File: src/rtl/wpm_pkg.sv
// ----------------------------------------------------------------------------
// wpm_pkg
// Shared types and constants for the WAV byte stream to mono converter.
// ----------------------------------------------------------------------------
package wpm_pkg;

  // Result kinds
  localparam logic KIND_SAMPLE = 1'b0;
  localparam logic KIND_REPORT = 1'b1;

  // Header status codes
  localparam logic [2:0] ST_OK           = 3'd0;
  localparam logic [2:0] ST_NOT_WAVE     = 3'd1;
  localparam logic [2:0] ST_NOT_PCM      = 3'd2;
  localparam logic [2:0] ST_BAD_CHANNELS = 3'd3;
  localparam logic [2:0] ST_BAD_WIDTH    = 3'd4;

  // Bytes per sample
  localparam logic [2:0] SW_8BIT  = 3'd1;
  localparam logic [2:0] SW_16BIT = 3'd2;
  localparam logic [2:0] SW_24BIT = 3'd3;
  localparam logic [2:0] SW_32BIT = 3'd4;

  // Header layout
  localparam int unsigned   HEADER_BYTES = 44;
  localparam logic [15:0]   FORMAT_PCM   = 16'd1;
  // "RIFF", first byte in the low lane
  localparam logic [31:0]   RIFF_TAG     = 32'h4646_4952;

  // Position of a sample within its frame
  typedef enum logic [1:0] {
    TAG_MONO  = 2'd0,
    TAG_LEFT  = 2'd1,
    TAG_RIGHT = 2'd2
  } tag_t;

  // Work item from the parser to the sample unit
  typedef struct packed {
    logic        kind;
    logic [2:0]  status;
    logic [31:0] rate;
    logic [1:0]  chan;
    logic [2:0]  rep_width;
    logic [31:0] raw;
    logic [2:0]  samp_width;
    tag_t        tag;
  } mid_item_t;

  // Finished result
  typedef struct packed {
    logic        kind;
    logic [2:0]  status;
    logic [16:0] mono;
    logic [31:0] rate;
    logic [1:0]  chan;
    logic [2:0]  width;
  } out_item_t;

endpackage

File: src/rtl/wpm_fifo.sv
// ----------------------------------------------------------------------------
// wpm_fifo
// Small register queue with registered head, full/empty flags and fill count.
// ----------------------------------------------------------------------------
module wpm_fifo #(
  parameter int WIDTH = 8,
  parameter int DEPTH = 4
) (
  input  logic                       clk,
  input  logic                       rst_n,
  input  logic                       push,
  input  logic [WIDTH-1:0]           push_data,
  input  logic                       pop,
  output logic [WIDTH-1:0]           pop_data,
  output logic                       empty,
  output logic                       full,
  output logic [$clog2(DEPTH+1)-1:0] count
);

  localparam int AW = (DEPTH > 1) ? $clog2(DEPTH) : 1;
  localparam int CW = $clog2(DEPTH+1);
  localparam logic [AW-1:0] LAST = AW'(DEPTH - 1);
  localparam logic [CW-1:0] FULL_CNT = CW'(DEPTH);

  logic [WIDTH-1:0] mem_r [DEPTH];
  logic [AW-1:0]    wr_ptr_r, rd_ptr_r;
  logic [CW-1:0]    cnt_r;
  logic             do_push, do_pop;

  assign empty    = (cnt_r == '0);
  assign full     = (cnt_r == FULL_CNT);
  assign count    = cnt_r;
  assign pop_data = mem_r[rd_ptr_r];
  assign do_push  = push && !full;
  assign do_pop   = pop && !empty;

  // Hold pointers and fill count
  always_ff @(posedge clk) begin
    if (!rst_n) begin
      wr_ptr_r <= '0;
      rd_ptr_r <= '0;
      cnt_r    <= '0;
    end else begin
      if (do_push) begin
        wr_ptr_r <= (wr_ptr_r == LAST) ? '0 : wr_ptr_r + AW'(1);
      end
      if (do_pop) begin
        rd_ptr_r <= (rd_ptr_r == LAST) ? '0 : rd_ptr_r + AW'(1);
      end
      if (do_push && !do_pop) begin
        cnt_r <= cnt_r + CW'(1);
      end else if (!do_push && do_pop) begin
        cnt_r <= cnt_r - CW'(1);
      end
    end
  end

  // Store entries
  always_ff @(posedge clk) begin
    if (do_push) begin
      mem_r[wr_ptr_r] <= push_data;
    end
  end

  a_count_bound: assert property (@(posedge clk) disable iff (!rst_n)
    cnt_r <= FULL_CNT)
    else $error("queue fill count beyond depth");

endmodule

File: src/rtl/wpm_front.sv
// ----------------------------------------------------------------------------
// wpm_front
// Header parser and sample byte assembler; emits one work item per report or
// completed sample.
// ----------------------------------------------------------------------------
module wpm_front (
  input  logic               clk,
  input  logic               rst_n,
  input  logic               accept,
  input  logic [7:0]         data_byte,
  input  logic               end_of_file,
  output logic               item_push,
  output wpm_pkg::mid_item_t item
);

  typedef enum logic [1:0] {
    PH_HEADER,
    PH_DATA,
    PH_SKIP
  } phase_t;

  localparam logic [5:0] LAST_POS = 6'(wpm_pkg::HEADER_BYTES - 1);

  phase_t      phase_r, phase_nxt;
  logic [5:0]  pos_r, pos_nxt;
  logic        riff_r, riff_nxt;
  logic [15:0] fmt_r, fmt_nxt;
  logic [15:0] chan_r, chan_nxt;
  logic [31:0] rate_r, rate_nxt;
  logic [15:0] bits_r, bits_nxt;
  logic [23:0] part_r, part_nxt;
  logic [1:0]  gath_r, gath_nxt;
  logic        rpend_r, rpend_nxt;
  logic [2:0]  st;
  logic [2:0]  width;
  logic [31:0] raw;

  // Header verdict from the captured words
  always_comb begin
    if (!riff_r) begin
      st = wpm_pkg::ST_NOT_WAVE;
    end else if (fmt_r != wpm_pkg::FORMAT_PCM) begin
      st = wpm_pkg::ST_NOT_PCM;
    end else if (chan_r == 16'd0 || chan_r > 16'd2) begin
      st = wpm_pkg::ST_BAD_CHANNELS;
    end else if (!(bits_r inside {16'd8, 16'd16, 16'd24, 16'd32})) begin
      st = wpm_pkg::ST_BAD_WIDTH;
    end else begin
      st = wpm_pkg::ST_OK;
    end
  end

  assign width = bits_r[5:3];
  assign raw   = {8'd0, part_r} | ({24'd0, data_byte} << {gath_r, 3'b000});

  // Classify the byte and advance the parse
  always_comb begin
    phase_nxt = phase_r;
    pos_nxt   = pos_r;
    riff_nxt  = riff_r;
    fmt_nxt   = fmt_r;
    chan_nxt  = chan_r;
    rate_nxt  = rate_r;
    bits_nxt  = bits_r;
    part_nxt  = part_r;
    gath_nxt  = gath_r;
    rpend_nxt = rpend_r;
    item_push = 1'b0;
    item      = '0;
    if (accept) begin
      unique case (phase_r)
        PH_HEADER: begin
          if (pos_r < 6'd4 && data_byte != wpm_pkg::RIFF_TAG[{pos_r[1:0], 3'b000} +: 8]) begin
            riff_nxt = 1'b0;
          end
          if (pos_r == 6'd20) fmt_nxt[7:0]   = data_byte;
          if (pos_r == 6'd21) fmt_nxt[15:8]  = data_byte;
          if (pos_r == 6'd22) chan_nxt[7:0]  = data_byte;
          if (pos_r == 6'd23) chan_nxt[15:8] = data_byte;
          if (pos_r >= 6'd24 && pos_r <= 6'd27) begin
            rate_nxt[{pos_r[1:0], 3'b000} +: 8] = data_byte;
          end
          if (pos_r == 6'd34) bits_nxt[7:0]  = data_byte;
          if (pos_r == 6'd35) bits_nxt[15:8] = data_byte;
          if (pos_r >= LAST_POS || end_of_file) begin
            item_push   = 1'b1;
            item.kind   = wpm_pkg::KIND_REPORT;
            item.status = (pos_r >= LAST_POS) ? st : wpm_pkg::ST_NOT_WAVE;
            item.rate   = rate_nxt;
            if (pos_r >= LAST_POS && st == wpm_pkg::ST_OK) begin
              item.chan      = chan_r[1:0];
              item.rep_width = width;
              phase_nxt      = PH_DATA;
            end else begin
              phase_nxt      = PH_SKIP;
            end
          end else begin
            pos_nxt = pos_r + 6'd1;
          end
        end
        PH_DATA: begin
          if (({1'b0, gath_r} + 3'd1) >= width) begin
            item_push       = 1'b1;
            item.kind       = wpm_pkg::KIND_SAMPLE;
            item.raw        = raw;
            item.samp_width = width;
            part_nxt        = '0;
            gath_nxt        = '0;
            if (chan_r == 16'd1) begin
              item.tag = wpm_pkg::TAG_MONO;
            end else if (!rpend_r) begin
              item.tag  = wpm_pkg::TAG_LEFT;
              rpend_nxt = 1'b1;
            end else begin
              item.tag  = wpm_pkg::TAG_RIGHT;
              rpend_nxt = 1'b0;
            end
          end else begin
            part_nxt = raw[23:0];
            gath_nxt = gath_r + 2'd1;
          end
        end
        default: begin
          // drop bytes after a header error
        end
      endcase
      // Restart for the next file
      if (end_of_file) begin
        phase_nxt = PH_HEADER;
        pos_nxt   = '0;
        riff_nxt  = 1'b1;
        fmt_nxt   = '0;
        chan_nxt  = '0;
        rate_nxt  = '0;
        bits_nxt  = '0;
        part_nxt  = '0;
        gath_nxt  = '0;
        rpend_nxt = 1'b0;
      end
    end
  end

  // Hold parser state
  always_ff @(posedge clk) begin
    if (!rst_n) begin
      phase_r <= PH_HEADER;
      pos_r   <= '0;
      riff_r  <= 1'b1;
      fmt_r   <= '0;
      chan_r  <= '0;
      rate_r  <= '0;
      bits_r  <= '0;
      part_r  <= '0;
      gath_r  <= '0;
      rpend_r <= 1'b0;
    end else begin
      phase_r <= phase_nxt;
      pos_r   <= pos_nxt;
      riff_r  <= riff_nxt;
      fmt_r   <= fmt_nxt;
      chan_r  <= chan_nxt;
      rate_r  <= rate_nxt;
      bits_r  <= bits_nxt;
      part_r  <= part_nxt;
      gath_r  <= gath_nxt;
      rpend_r <= rpend_nxt;
    end
  end

  a_skip_silent: assert property (@(posedge clk) disable iff (!rst_n)
    (phase_r == PH_SKIP) |-> !item_push)
    else $error("work item issued after a header error");

endmodule

File: src/rtl/wpm_back.sv
// ----------------------------------------------------------------------------
// wpm_back
// Sample unit: scales assembled samples to 16 bits, folds stereo pairs and
// writes finished results to the output queue.
// ----------------------------------------------------------------------------
module wpm_back #(
  parameter int OUT_DEPTH = 4
) (
  input  logic                           clk,
  input  logic                           rst_n,
  input  logic                           mid_empty,
  input  wpm_pkg::mid_item_t             mid_item,
  output logic                           mid_pop,
  input  logic [$clog2(OUT_DEPTH+1)-1:0] out_count,
  output logic                           out_wr,
  output wpm_pkg::out_item_t             out_item
);

  localparam int CW = $clog2(OUT_DEPTH+1);
  localparam logic [CW:0] DEPTH_LIM = (CW+1)'(OUT_DEPTH);

  // stage A
  logic        va_r;
  logic        a_kind_r;
  logic [2:0]  a_status_r;
  logic [31:0] a_rate_r;
  logic [1:0]  a_chan_r;
  logic [2:0]  a_width_r;
  logic [2:0]  a_sw_r;
  wpm_pkg::tag_t a_tag_r;
  logic [15:0] a_direct_r;
  logic [31:0] a_mag_r;
  logic        a_neg_r;
  // stage B
  logic        vb_r;
  logic        b_kind_r;
  logic [2:0]  b_status_r;
  logic [31:0] b_rate_r;
  logic [1:0]  b_chan_r;
  logic [2:0]  b_width_r;
  wpm_pkg::tag_t b_tag_r;
  logic [15:0] b_s_r;
  logic [15:0] held_r;

  logic [CW:0]  inflight;
  logic [31:0]  pattern;
  logic [15:0]  direct;
  logic [15:0]  q0;
  logic [32:0]  prod;
  logic [15:0]  q4;
  logic [15:0]  q;
  logic [15:0]  s;

  // Issue only when the output queue has room for everything in flight
  assign inflight = {1'b0, out_count} + {{CW{1'b0}}, va_r} + {{CW{1'b0}}, vb_r};
  assign mid_pop  = !mid_empty && (inflight < DEPTH_LIM);

  // Stage A: sign-extend and take magnitude; widen 8-bit samples to 16 bits
  always_comb begin
    pattern = (mid_item.samp_width == wpm_pkg::SW_24BIT) ?
              {{8{mid_item.raw[23]}}, mid_item.raw[23:0]} : mid_item.raw;
    if (mid_item.samp_width == wpm_pkg::SW_8BIT) begin
      direct = {mid_item.raw[7], mid_item.raw[7:0], 7'd0};
    end else begin
      direct = mid_item.raw[15:0];
    end
  end

  // Stage B: divide by 256 or 65538, truncating toward zero
  always_comb begin
    q0   = a_mag_r[31:16];
    prod = {1'b0, q0, 16'd0} + {16'd0, q0, 1'b0};
    q4   = (prod > {1'b0, a_mag_r}) ? q0 - 16'd1 : q0;
    q    = (a_sw_r == wpm_pkg::SW_24BIT) ? a_mag_r[23:8] : q4;
    case (a_sw_r) inside
      wpm_pkg::SW_8BIT, wpm_pkg::SW_16BIT: s = a_direct_r;
      default:                             s = a_neg_r ? (16'd0 - q) : q;
    endcase
  end

  // Fold frames into the result
  always_comb begin
    out_item        = '0;
    out_item.kind   = b_kind_r;
    out_item.status = b_status_r;
    out_item.rate   = b_rate_r;
    out_item.chan   = b_chan_r;
    out_item.width  = b_width_r;
    out_wr          = 1'b0;
    if (vb_r) begin
      if (b_kind_r == wpm_pkg::KIND_REPORT) begin
        out_wr = 1'b1;
      end else begin
        case (b_tag_r)
          wpm_pkg::TAG_MONO: begin
            out_wr        = 1'b1;
            out_item.mono = {b_s_r, 1'b0};
          end
          wpm_pkg::TAG_RIGHT: begin
            out_wr        = 1'b1;
            out_item.mono = {held_r[15], held_r} + {b_s_r[15], b_s_r};
          end
          default: out_wr = 1'b0;
        endcase
      end
    end
  end

  // Advance stage valids
  always_ff @(posedge clk) begin
    if (!rst_n) begin
      va_r <= 1'b0;
      vb_r <= 1'b0;
    end else begin
      va_r <= mid_pop;
      vb_r <= va_r;
    end
  end

  // Advance stage payloads and hold the left sample
  always_ff @(posedge clk) begin
    a_kind_r   <= mid_item.kind;
    a_status_r <= mid_item.status;
    a_rate_r   <= mid_item.rate;
    a_chan_r   <= mid_item.chan;
    a_width_r  <= mid_item.rep_width;
    a_sw_r     <= mid_item.samp_width;
    a_tag_r    <= mid_item.tag;
    a_direct_r <= direct;
    a_neg_r    <= pattern[31];
    a_mag_r    <= pattern[31] ? (32'd0 - pattern) : pattern;
    b_kind_r   <= a_kind_r;
    b_status_r <= a_status_r;
    b_rate_r   <= a_rate_r;
    b_chan_r   <= a_chan_r;
    b_width_r  <= a_width_r;
    b_tag_r    <= a_tag_r;
    b_s_r      <= s;
    if (vb_r && b_kind_r == wpm_pkg::KIND_SAMPLE && b_tag_r == wpm_pkg::TAG_LEFT) begin
      held_r <= b_s_r;
    end
  end

endmodule

File: src/rtl/wav_pcm_stream_to_mono.sv
// Path: the byte that completes a result is registered in the work queue,
// then in two sample-unit stages (A, B), then in the output queue.
// Throughput: the parser takes one byte per cycle unless the work queue is
// full; the sample unit one work item per cycle as the output queue drains.
// Reset: synchronous, active low; both queues empty and the parser waits for
// the first header byte.
// ----------------------------------------------------------------------------
// wav_pcm_stream_to_mono
// WAV byte stream to mono samples: header parser, work queue, sample unit and
// output queue.
// ----------------------------------------------------------------------------
module wav_pcm_stream_to_mono #(
  parameter int MID_DEPTH = 4,
  parameter int OUT_DEPTH = 4
) (
  input  logic               clk,
  input  logic               rst_n,
  input  logic               in_push,
  output logic               in_full,
  input  logic [7:0]         in_data_byte,
  input  logic               in_end_of_file,
  output logic               out_empty,
  input  logic               out_pop,
  output logic               out_result_kind,
  output logic [2:0]         out_status,
  output logic signed [16:0] out_mono_value,
  output logic [31:0]        out_sample_rate,
  output logic [1:0]         out_channel_total,
  output logic [2:0]         out_sample_width_bytes
);

  localparam int MID_W = $bits(wpm_pkg::mid_item_t);
  localparam int OUT_W = $bits(wpm_pkg::out_item_t);

  logic                             accept;
  logic                             mid_push, mid_pop, mid_empty;
  wpm_pkg::mid_item_t               mid_in, mid_head;
  logic [$clog2(MID_DEPTH+1)-1:0]   mid_count;
  logic                             out_wr, out_full;
  wpm_pkg::out_item_t               out_in, out_head;
  logic [$clog2(OUT_DEPTH+1)-1:0]   out_count;

  assign accept = in_push && !in_full;

  wpm_front u_front (
    .clk         (clk),
    .rst_n       (rst_n),
    .accept      (accept),
    .data_byte   (in_data_byte),
    .end_of_file (in_end_of_file),
    .item_push   (mid_push),
    .item        (mid_in)
  );

  wpm_fifo #(.WIDTH(MID_W), .DEPTH(MID_DEPTH)) u_mid_q (
    .clk       (clk),
    .rst_n     (rst_n),
    .push      (mid_push),
    .push_data (mid_in),
    .pop       (mid_pop),
    .pop_data  (mid_head),
    .empty     (mid_empty),
    .full      (in_full),
    .count     (mid_count)
  );

  wpm_back #(.OUT_DEPTH(OUT_DEPTH)) u_back (
    .clk       (clk),
    .rst_n     (rst_n),
    .mid_empty (mid_empty),
    .mid_item  (mid_head),
    .mid_pop   (mid_pop),
    .out_count (out_count),
    .out_wr    (out_wr),
    .out_item  (out_in)
  );

  wpm_fifo #(.WIDTH(OUT_W), .DEPTH(OUT_DEPTH)) u_out_q (
    .clk       (clk),
    .rst_n     (rst_n),
    .push      (out_wr),
    .push_data (out_in),
    .pop       (out_pop),
    .pop_data  (out_head),
    .empty     (out_empty),
    .full      (out_full),
    .count     (out_count)
  );

  // Present the oldest result
  assign out_result_kind        = out_head.kind;
  assign out_status             = out_head.status;
  assign out_mono_value         = out_head.mono;
  assign out_sample_rate        = out_head.rate;
  assign out_channel_total      = out_head.chan;
  assign out_sample_width_bytes = out_head.width;

  a_out_room: assert property (@(posedge clk) disable iff (!rst_n)
    out_wr |-> !out_full)
    else $error("result written into a full output queue");

  a_mid_room: assert property (@(posedge clk) disable iff (!rst_n)
    mid_push |-> (accept && mid_count < ($clog2(MID_DEPTH+1))'(MID_DEPTH)))
    else $error("work item issued without room in the work queue");

  a_mid_pop: assert property (@(posedge clk) disable iff (!rst_n)
    mid_pop |-> !mid_empty)
    else $error("sample unit took from an empty work queue");

endmodule

File: config.mk
export PLATFORM = sky130hd
export DESIGN_NAME = wav_pcm_stream_to_mono
export DESIGN_NICKNAME = d
export VERILOG_FILES = /design/src/rtl/wpm_pkg.sv /design/src/rtl/wpm_fifo.sv /design/src/rtl/wpm_front.sv /design/src/rtl/wpm_back.sv /design/src/rtl/wav_pcm_stream_to_mono.sv
export SDC_FILE = /design/constraint.sdc
export NUM_CORES = 1
export LEC_CHECK = 0
export BUFFER_PORTS_ARGS = -buffer_cell sky130_fd_sc_hd__buf_4
export CAP_MARGIN = 20
export CORE_MARGIN = 10
export CORE_UTILIZATION = 45
export DETAILED_ROUTE_END_ITERATION = 12
export GPL_ROUTABILITY_DRIVEN = 0
export GPL_TIMING_DRIVEN = 0
export PLACE_DENSITY = 0.62
export RECOVER_POWER = 25
export SETUP_SLACK_MARGIN = 0.05
export SKIP_CTS_REPAIR_TIMING = 1
export SYNTH_ARGS = -nofsm -noshare
export SYNTH_HDL_FRONTEND = slang
export SYNTH_SLANG_ARGS = --single-unit
File: constraint.sdc
create_clock -name clk -period 5.85 [get_ports clk]
set_clock_uncertainty 0.2 [all_clocks]
set_input_delay 1.17 -clock clk [delete_from_list [all_inputs] [get_ports clk]]
set_output_delay 1.17 -clock clk [all_outputs]
set_load 0.05 [all_outputs]
==> impl_metrics.yaml, run 1 <==
outcome:
  outcome: "complete, but fails checks"
  violations: "max-capacitance violations, max-slew violations"
timing:
  setup_viol: 0
  fin_ws_ps: 394
  period_needed_ps: 5460
  rsz0062_at_grt: "false"
  fmax_mhz: 183
  tightest_slew_ps: 3730
  post-route-period-util: 0.933
  maxSlewViolCount: 172
  maxSlewHeadroom: -1.49
  hold_slack_ps: 120
  finalHoldViolations: 0
synth:
  async_flop_share: 0
  syn_area_per_cell_um2: 14.5
  synth_top_area_frac: 0.492
  ys_seq_area_frac: 0.662
  ys_types: 73
  ys_ff_latch: 850
  syn_area_um2: 34200
  synthTopCellsByArea: "edfxtp_1 49%, dfxtp_1 17%, mux4_2 8.9%, ha_1 2.5%, mux2i_1 1.8%"
  syn-num-nets: 2444
  synth_warnings: 0
  synth_top_area_cell: "edfxtp_1"
  syn_inst: 2359
  ys.flop_type: "edfxtp_1"
  synth-edff-count: 560
setup_path:
  crit_chain: "ha_2 > and3_1 > buf_6 > and4_1 > buf_2 > nand3_1 > inv_1 > and3_1 > ha_1 > xnor2_1 > nand4bb_1 > a31oi_2 > nor4_4 > buf_6 > o21ai_0 > xnor2_1 > o21a_1 > ha_1 > inv_1 > a211oi_1 > nand4_1 > o31ai_1 > xor2_1 > o21ai_0"
  worst_path_max_delay_cell: "dfxtp_2"
  path_max_fanout: 10
  cp_num_cells: 24
  crit_path_max_incr_delay_ps: 460
  ff2ff_setup_slack_ps: 390
  crit_path_start_kind: "register"
  crit_buf_inv: 5
  critical_path_required_ps: 6130
  cp_top_family: "simple AND/OR/NAND/NOR gates"
  r2r_cells: 24
  cp.arrival_ps: 5730
  path_class: "register to register"
  cp-end-kind: "register"
place:
  post-dp-hpwl_um: 50400
  place_ws_ps: 37.4
  portBuffers: 70
final_layout:
  final_common_cell: "edfxtp_1"
  mostFrequentLayoutCells: "560 x edfxtp_1, 288 x dfxtp_1, 149 x nand2_1, 135 x mux4_2, 124 x clkbuf_1"
  layout-drive-gt1-share: 0.157
  final_util: 0.518
  nets: 2615
  area_growth_pct: 14.4
clock_tree:
  cts_buffers: 86
  cts_max_level: 3
  clock_sinks: 850
  clk_latency_ps: 640
  cts_buffer_depth: 3
  clk_pin_slew_ps: 60
  cts-root-buf: "clkbuf_16"
  tritoncts: "done"
die:
  coreArea_um2: 75600
  start_util: 0.452
  rows: 101
  die_y_um: 296
  die_w_um: 296
  io_pins: 73
  die_area_um2: 87400
pwr:
  pwr_density_cell_nw_per_um2: 472
  power_uw: 18500
  power_leakage_uw: 0.0133
  max-vdd-ir-drop_uv: 296
routing:
  vias: 19800
  dr.pass1.iters: 5
  post-route-drc-count: 0
  drtIter0Drc: 1551
  finalWirelength_um: 74900
  via_per_inst: 5.52
  ant_nets: 0
  avgRoutedWirePerCell_um: 20.9
global_routing:
  grt_util_met1: 0.239
  use_met2: 0.272
  overflow: 0
  grt_pass1_vias: 19900
  grt_start_max_net_pins: 57
  grt_util_all_layers: 0.171
  busiest_layer: "met2"
  grtUsageMet3: 0.0306
  grt_antenna_before_repair: 4
  grt_pass1_wl_um: 116000
run:
  cap_violations: 4
hold_path:
  holdCritPathClass: "register to register"
  whs_path_depth: 0
power by group:
group | internal, µW | total [µW] | leakage, µW | switching [µW]
clock | 3310 | 5610 | 0.00143 | 2290
combinational | 1950 | 4940 | 0.00418 | 2990
sequential | 7390 | 7930 | 0.00767 | 547
Yosys cell counts, types with 16 or more instances:
cell / instances
edfxtp_1: 560
dfxtp_1: 290
nand2_1: 149
mux4_2: 135
nor2_1: 115
clkbuf_1: 103
nor2b_1: 92
o21ai_0: 90
a21oi_1: 87
and2_1: 72
ha_1: 69
a22oi_1: 68
inv_1: 68
mux2i_1: 62
nand3_1: 52
xnor2_1: 52
nor3_1: 33
xor2_1: 33
a21o_1: 16
nand4_1: 16
cells by family after synthesis:
| logic type | share of synthesized area |
|---|---|
| muxes | 0.112 |
| xor gates and xnor gates | 0.0218 |
| adders and majority gates | 0.0270 |
| buffers and inverters | 0.0222 |
| DFF | 0.662 |
| and+or+nand+nor | 0.0919 |
| AOI/OAI and AO/OA | 0.0635 |
per-layer routing:
layer	vias to the layer above	part of all wire
met5	-	0
met4	0	0.026
met3	130	0.056
met2	555	0.47
met1	9949	0.45
li1	9153	-
path summary, 6_finish.rpt:
path | from | to
setup / recovery | u_back.a_mag_r[16] | u_back.b_s_r[14]
hold / removal | u_back.a_width_r[2] | u_back.b_width_r[2]
setup reg to reg | u_back.a_mag_r[16] | u_back.b_s_r[14]
hold reg to reg | u_back.a_width_r[2] | u_back.b_width_r[2]
worst reg2reg max path, stage by stage, from the launching register on:
cell and delay, ps:
dfxtp_2 460, ha_2 280, and3_1 180, buf_6 110
and4_1 160, buf_2 140, nand3_1 110, inv_1 110
and3_1 160, ha_1 260, xnor2_1 200, nand4bb_1 270
a31oi_2 80, nor4_4 330, buf_6 220, o21ai_0 120
xnor2_1 250, o21a_1 200, ha_1 200, inv_1 50
a211oi_1 260, nand4_1 250, o31ai_1 360, xor2_1 220
o21ai_0 130
stage by stage:
stage	cell area [µm²]	TNS, ps	instances
CTS	39200	0	3577
global placement	35900	-260290	3407
floorplan	34200	0	2359
detailed placement	36200	0	3416
finish	39100	0	3583
global route	39100	0	3581
final cells by class:
cell class                      count  area (µm²)
Fill cell                        6207       36400
Sequential cell                   850       22600
Multi-Input combinational cell   1317       10800
Clock buffer                      114        2390
Tap cell                          978        1220
Timing Repair Buffer               83         709
Clock inverter                     47         578
Buffer                            124         504
Inverter                           68         255
Antenna cell                        2        5.00
registers in the layout (all words and copies together), names as in the netlist, 3 cells and up, named ones only:
name,cells
u_back.a_direct_r,16
u_back.a_mag_r,32
u_back.a_rate_r,32
u_back.a_status_r,3
u_back.a_sw_r,3
u_back.a_width_r,3
u_back.b_rate_r,32
u_back.b_s_r,16
u_back.b_status_r,3
u_back.b_width_r,3
u_back.held_r,16
u_front.bits_r,16
u_front.chan_r,16
u_front.fmt_r,16
u_front.part_r,24
u_front.pos_r,6
u_front.rate_r,32
u_mid_q.count,3
u_mid_q.mem_r,312
u_out_q.count,3
u_out_q.mem_r,232
No activity file was read; power rests on OpenSTA's default activity.
==> run 2, diff against run 1 <==
--- a/config.mk
+++ b/config.mk
@@ -5,6 +5,7 @@
 export SDC_FILE = /design/constraint.sdc
 export NUM_CORES = 1
 export LEC_CHECK = 0
+export ABC_AREA = 1
 export BUFFER_PORTS_ARGS = -buffer_cell sky130_fd_sc_hd__buf_4
 export CAP_MARGIN = 20
 export CORE_MARGIN = 10
@@ -16,6 +17,7 @@
 export RECOVER_POWER = 25
 export SETUP_SLACK_MARGIN = 0.05
 export SKIP_CTS_REPAIR_TIMING = 1
+export SLEW_MARGIN = 5
 export SYNTH_ARGS = -nofsm -noshare
 export SYNTH_HDL_FRONTEND = slang
 export SYNTH_SLANG_ARGS = --single-unit
==> run 2 against run 1 <==
Compared with the run above:
- the flow still finishes with violations (max-capacitance violations, max-slew violations)
- worst setup slack better by 380 ps
- sequential cell count unchanged
- die area up 1.5%
- fmax up 7.6%
- global-route usage up 1.6 points
- worst hold slack better by 5.4 ps
- synthesized cell count up 41%
- register-to-register slack better by 380 ps
- largest cell class unchanged
- largest power group unchanged
==> impl_metrics.yaml, run 2 <==
clock_tree:
  tritoncts: "done"
  cts-root-buf: "clkbuf_16"
  cts_buffer_depth: 3
  cts_max_level: 3
  clk_latency_ps: 640
  clk_pin_slew_ps: 60
  cts_buffers: 87
  clock_sinks: 850
setup_path:
  reg2reg_from: "u_back.a_mag_r[16]"
  cp.arrival_ps: 5400
  crit_path_start_kind: "register"
  crit_start: "u_back.a_mag_r[16]"
  r2r_cells: 29
  critical_path_required_ps: 6180
  cp-end-kind: "register"
  ff2ff_setup_slack_ps: 780
  r2r-end: "u_back.b_s_r[14]"
  crit_top_cell: "nand2_1"
  worst_path_max_delay_cell: "dfxtp_1"
  cp_num_cells: 29
  path_max_fanout: 10
  crit_buf_inv: 1
  cp_top_family: "simple AND/OR/NAND/NOR gates"
  path_class: "register to register"
  crit_end: "u_back.b_s_r[14]"
  crit_path_max_incr_delay_ps: 580
global_routing:
  grt_antenna_before_repair: 2
  grt_pass1_wl_um: 133000
  grt_util_all_layers: 0.187
  overflow: 0
  grt_start_max_net_pins: 28
  grt_pass1_vias: 23200
die:
  die_area_um2: 88700
  rows: 101
  die_w_um: 298
  start_util: 0.456
  io_pins: 73
  coreArea_um2: 76200
  die_y_um: 298
final_layout:
  largest_reg_flops: 312
  nets: 3596
  final_common_cell: "edfxtp_1"
  stdcell_area_um2: 39900
  regMostFlops: "u_mid_q.mem_r"
  layout-drive-gt1-share: 0.0843
  layout.cells.non_filler: 4615
  area_growth_pct: 14.9
  mostFrequentLayoutCells: "560 x edfxtp_1, 557 x nand2_1, 466 x nor2_1, 304 x o21ai_0, 290 x dfxtp_1"
  reg_top3: "u_mid_q.mem_r (312), u_out_q.mem_r (232)"
routing:
  dr.pass1.iters: 5
  finalWirelength_um: 86100
  vias: 24500
  ant_nets: 0
  via_per_inst: 5.30
  post-route-drc-count: 0
  drtIter0Drc: 2138
  avgRoutedWirePerCell_um: 18.6
synth:
  syn_area_per_cell_um2: 10.4
  async_flop_share: 0
  syn_area_um2: 34700
  ys_types: 54
  syn-num-nets: 3417
  synth_top_area_cell: "edfxtp_1"
  yosysMostFrequentCell: "edfxtp_1"
  ys_ff_latch: 850
  synth_warnings: 0
  synth_commonest_cells: "560 x edfxtp_1, 557 x nand2_1, 470 x nor2_1, 304 x o21ai_0, 290 x dfxtp_1"
  ys.flop_type: "edfxtp_1"
  ys_seq_area_frac: 0.651
  synthTopCellsByArea: "edfxtp_1 48%, dfxtp_1 17%, nand2_1 6.0%, nor2_1 5.1%, o21ai_0 4.4%"
  synth_top_area_frac: 0.484
  syn_inst: 3332
  synth-edff-count: 560
timing:
  maxSlewHeadroom: -0.440
  finalHoldViolations: 0
  post-route-period-util: 0.867
  setup_viol: 0
  period_needed_ps: 5070
  maxSlewViolCount: 55
  fin_ws_ps: 778
  fmax_mhz: 197
  rsz0062_at_grt: "false"
  final.setup.tns_ps: 0
  hold_slack_ps: 126
  tightest_slew_ps: 2150
pwr:
  power_leakage_uw: 0.0147
  max-vdd-ir-drop_uv: 256
  pwr_density_cell_nw_per_um2: 505
place:
  place_ws_ps: 799
  post-dp-hpwl_um: 59300
  portBuffers: 69
  post_dp_cell_area_um2: 37100
  dp_cells: 4452
outcome:
  outcome: "complete, but fails checks"
  violations: "max-capacitance violations, max-slew violations"
run:
  cap_violations: 3
hold_path:
  holdCritPathClass: "register to register"
-- run 2: worst min path at each step --
stage                     slack, ps  cells past startpoint           startpoint                   to
after floorplan                 110                      0   u_back.a_chan_r[0]   u_back.b_chan_r[0]
after detailed placement        110                      0      u_back.a_kind_r      u_back.b_kind_r
after CTS                       130                      0  u_back.a_rate_r[20]  u_back.b_rate_r[20]
after global routing            130                      0  u_back.a_rate_r[20]  u_back.b_rate_r[20]
after global placement          110                      0  u_back.a_rate_r[14]  u_back.b_rate_r[14]
final                           130                      0   u_back.a_rate_r[6]   u_back.b_rate_r[6]
-- run 2: power breakdown --
part / switching, µW / total (µW) / internal [µW]
Clock: 2310 / 5540 / 3230
Combinational: 4700 / 6640 / 1940
Sequential: 560 / 7990 / 7430
-- run 2: per-layer routing --
| metal | part of all wire | vias up | GRT usage |
|---|---|---|---|
| met5 | 0.00022 | - | 0 |
| met4 | 0.024 | 2 | 0.0559 |
| met3 | 0.059 | 134 | 0.0263 |
| met2 | 0.44 | 684 | 0.288 |
| met1 | 0.48 | 11700 | 0.272 |
| li1 | - | 11900 | - |
-- run 2: area by class of cell --
type	instances	area, µm²
tap	1030	1290
fill	6689	36300
timing repair buffer	90	920
sequential	850	22600
inverter	251	942
clock buffer	126	2650
buffer	153	628
clock inverter	36	290
antenna	1	2.50
multi-input combinational	2078	10600
-- run 2: cell families (layout without fill, tap and decap cells) --
family	Yosys count	after routing	share of synthesized area
other cells	0	1	0
fa+ha+maj	72	72	0.0266
compound gates	681	681	0.111
flops	850	850	0.651
mux	7	7	0.00202
buf+inv	404	656	0.0453
simple gates	1263	1263	0.150
xor+xnor	55	55	0.0139
-- run 2: per-stage QoR --
stage | utilization | total power [µW]
after detailed placement | 0.486 | 14800
after CTS | 0.525 | 20300
after global placement | 0.480 | 14700
after floorplan | - | 12500
after global routing | 0.524 | 21300
final | 0.524 | 20200
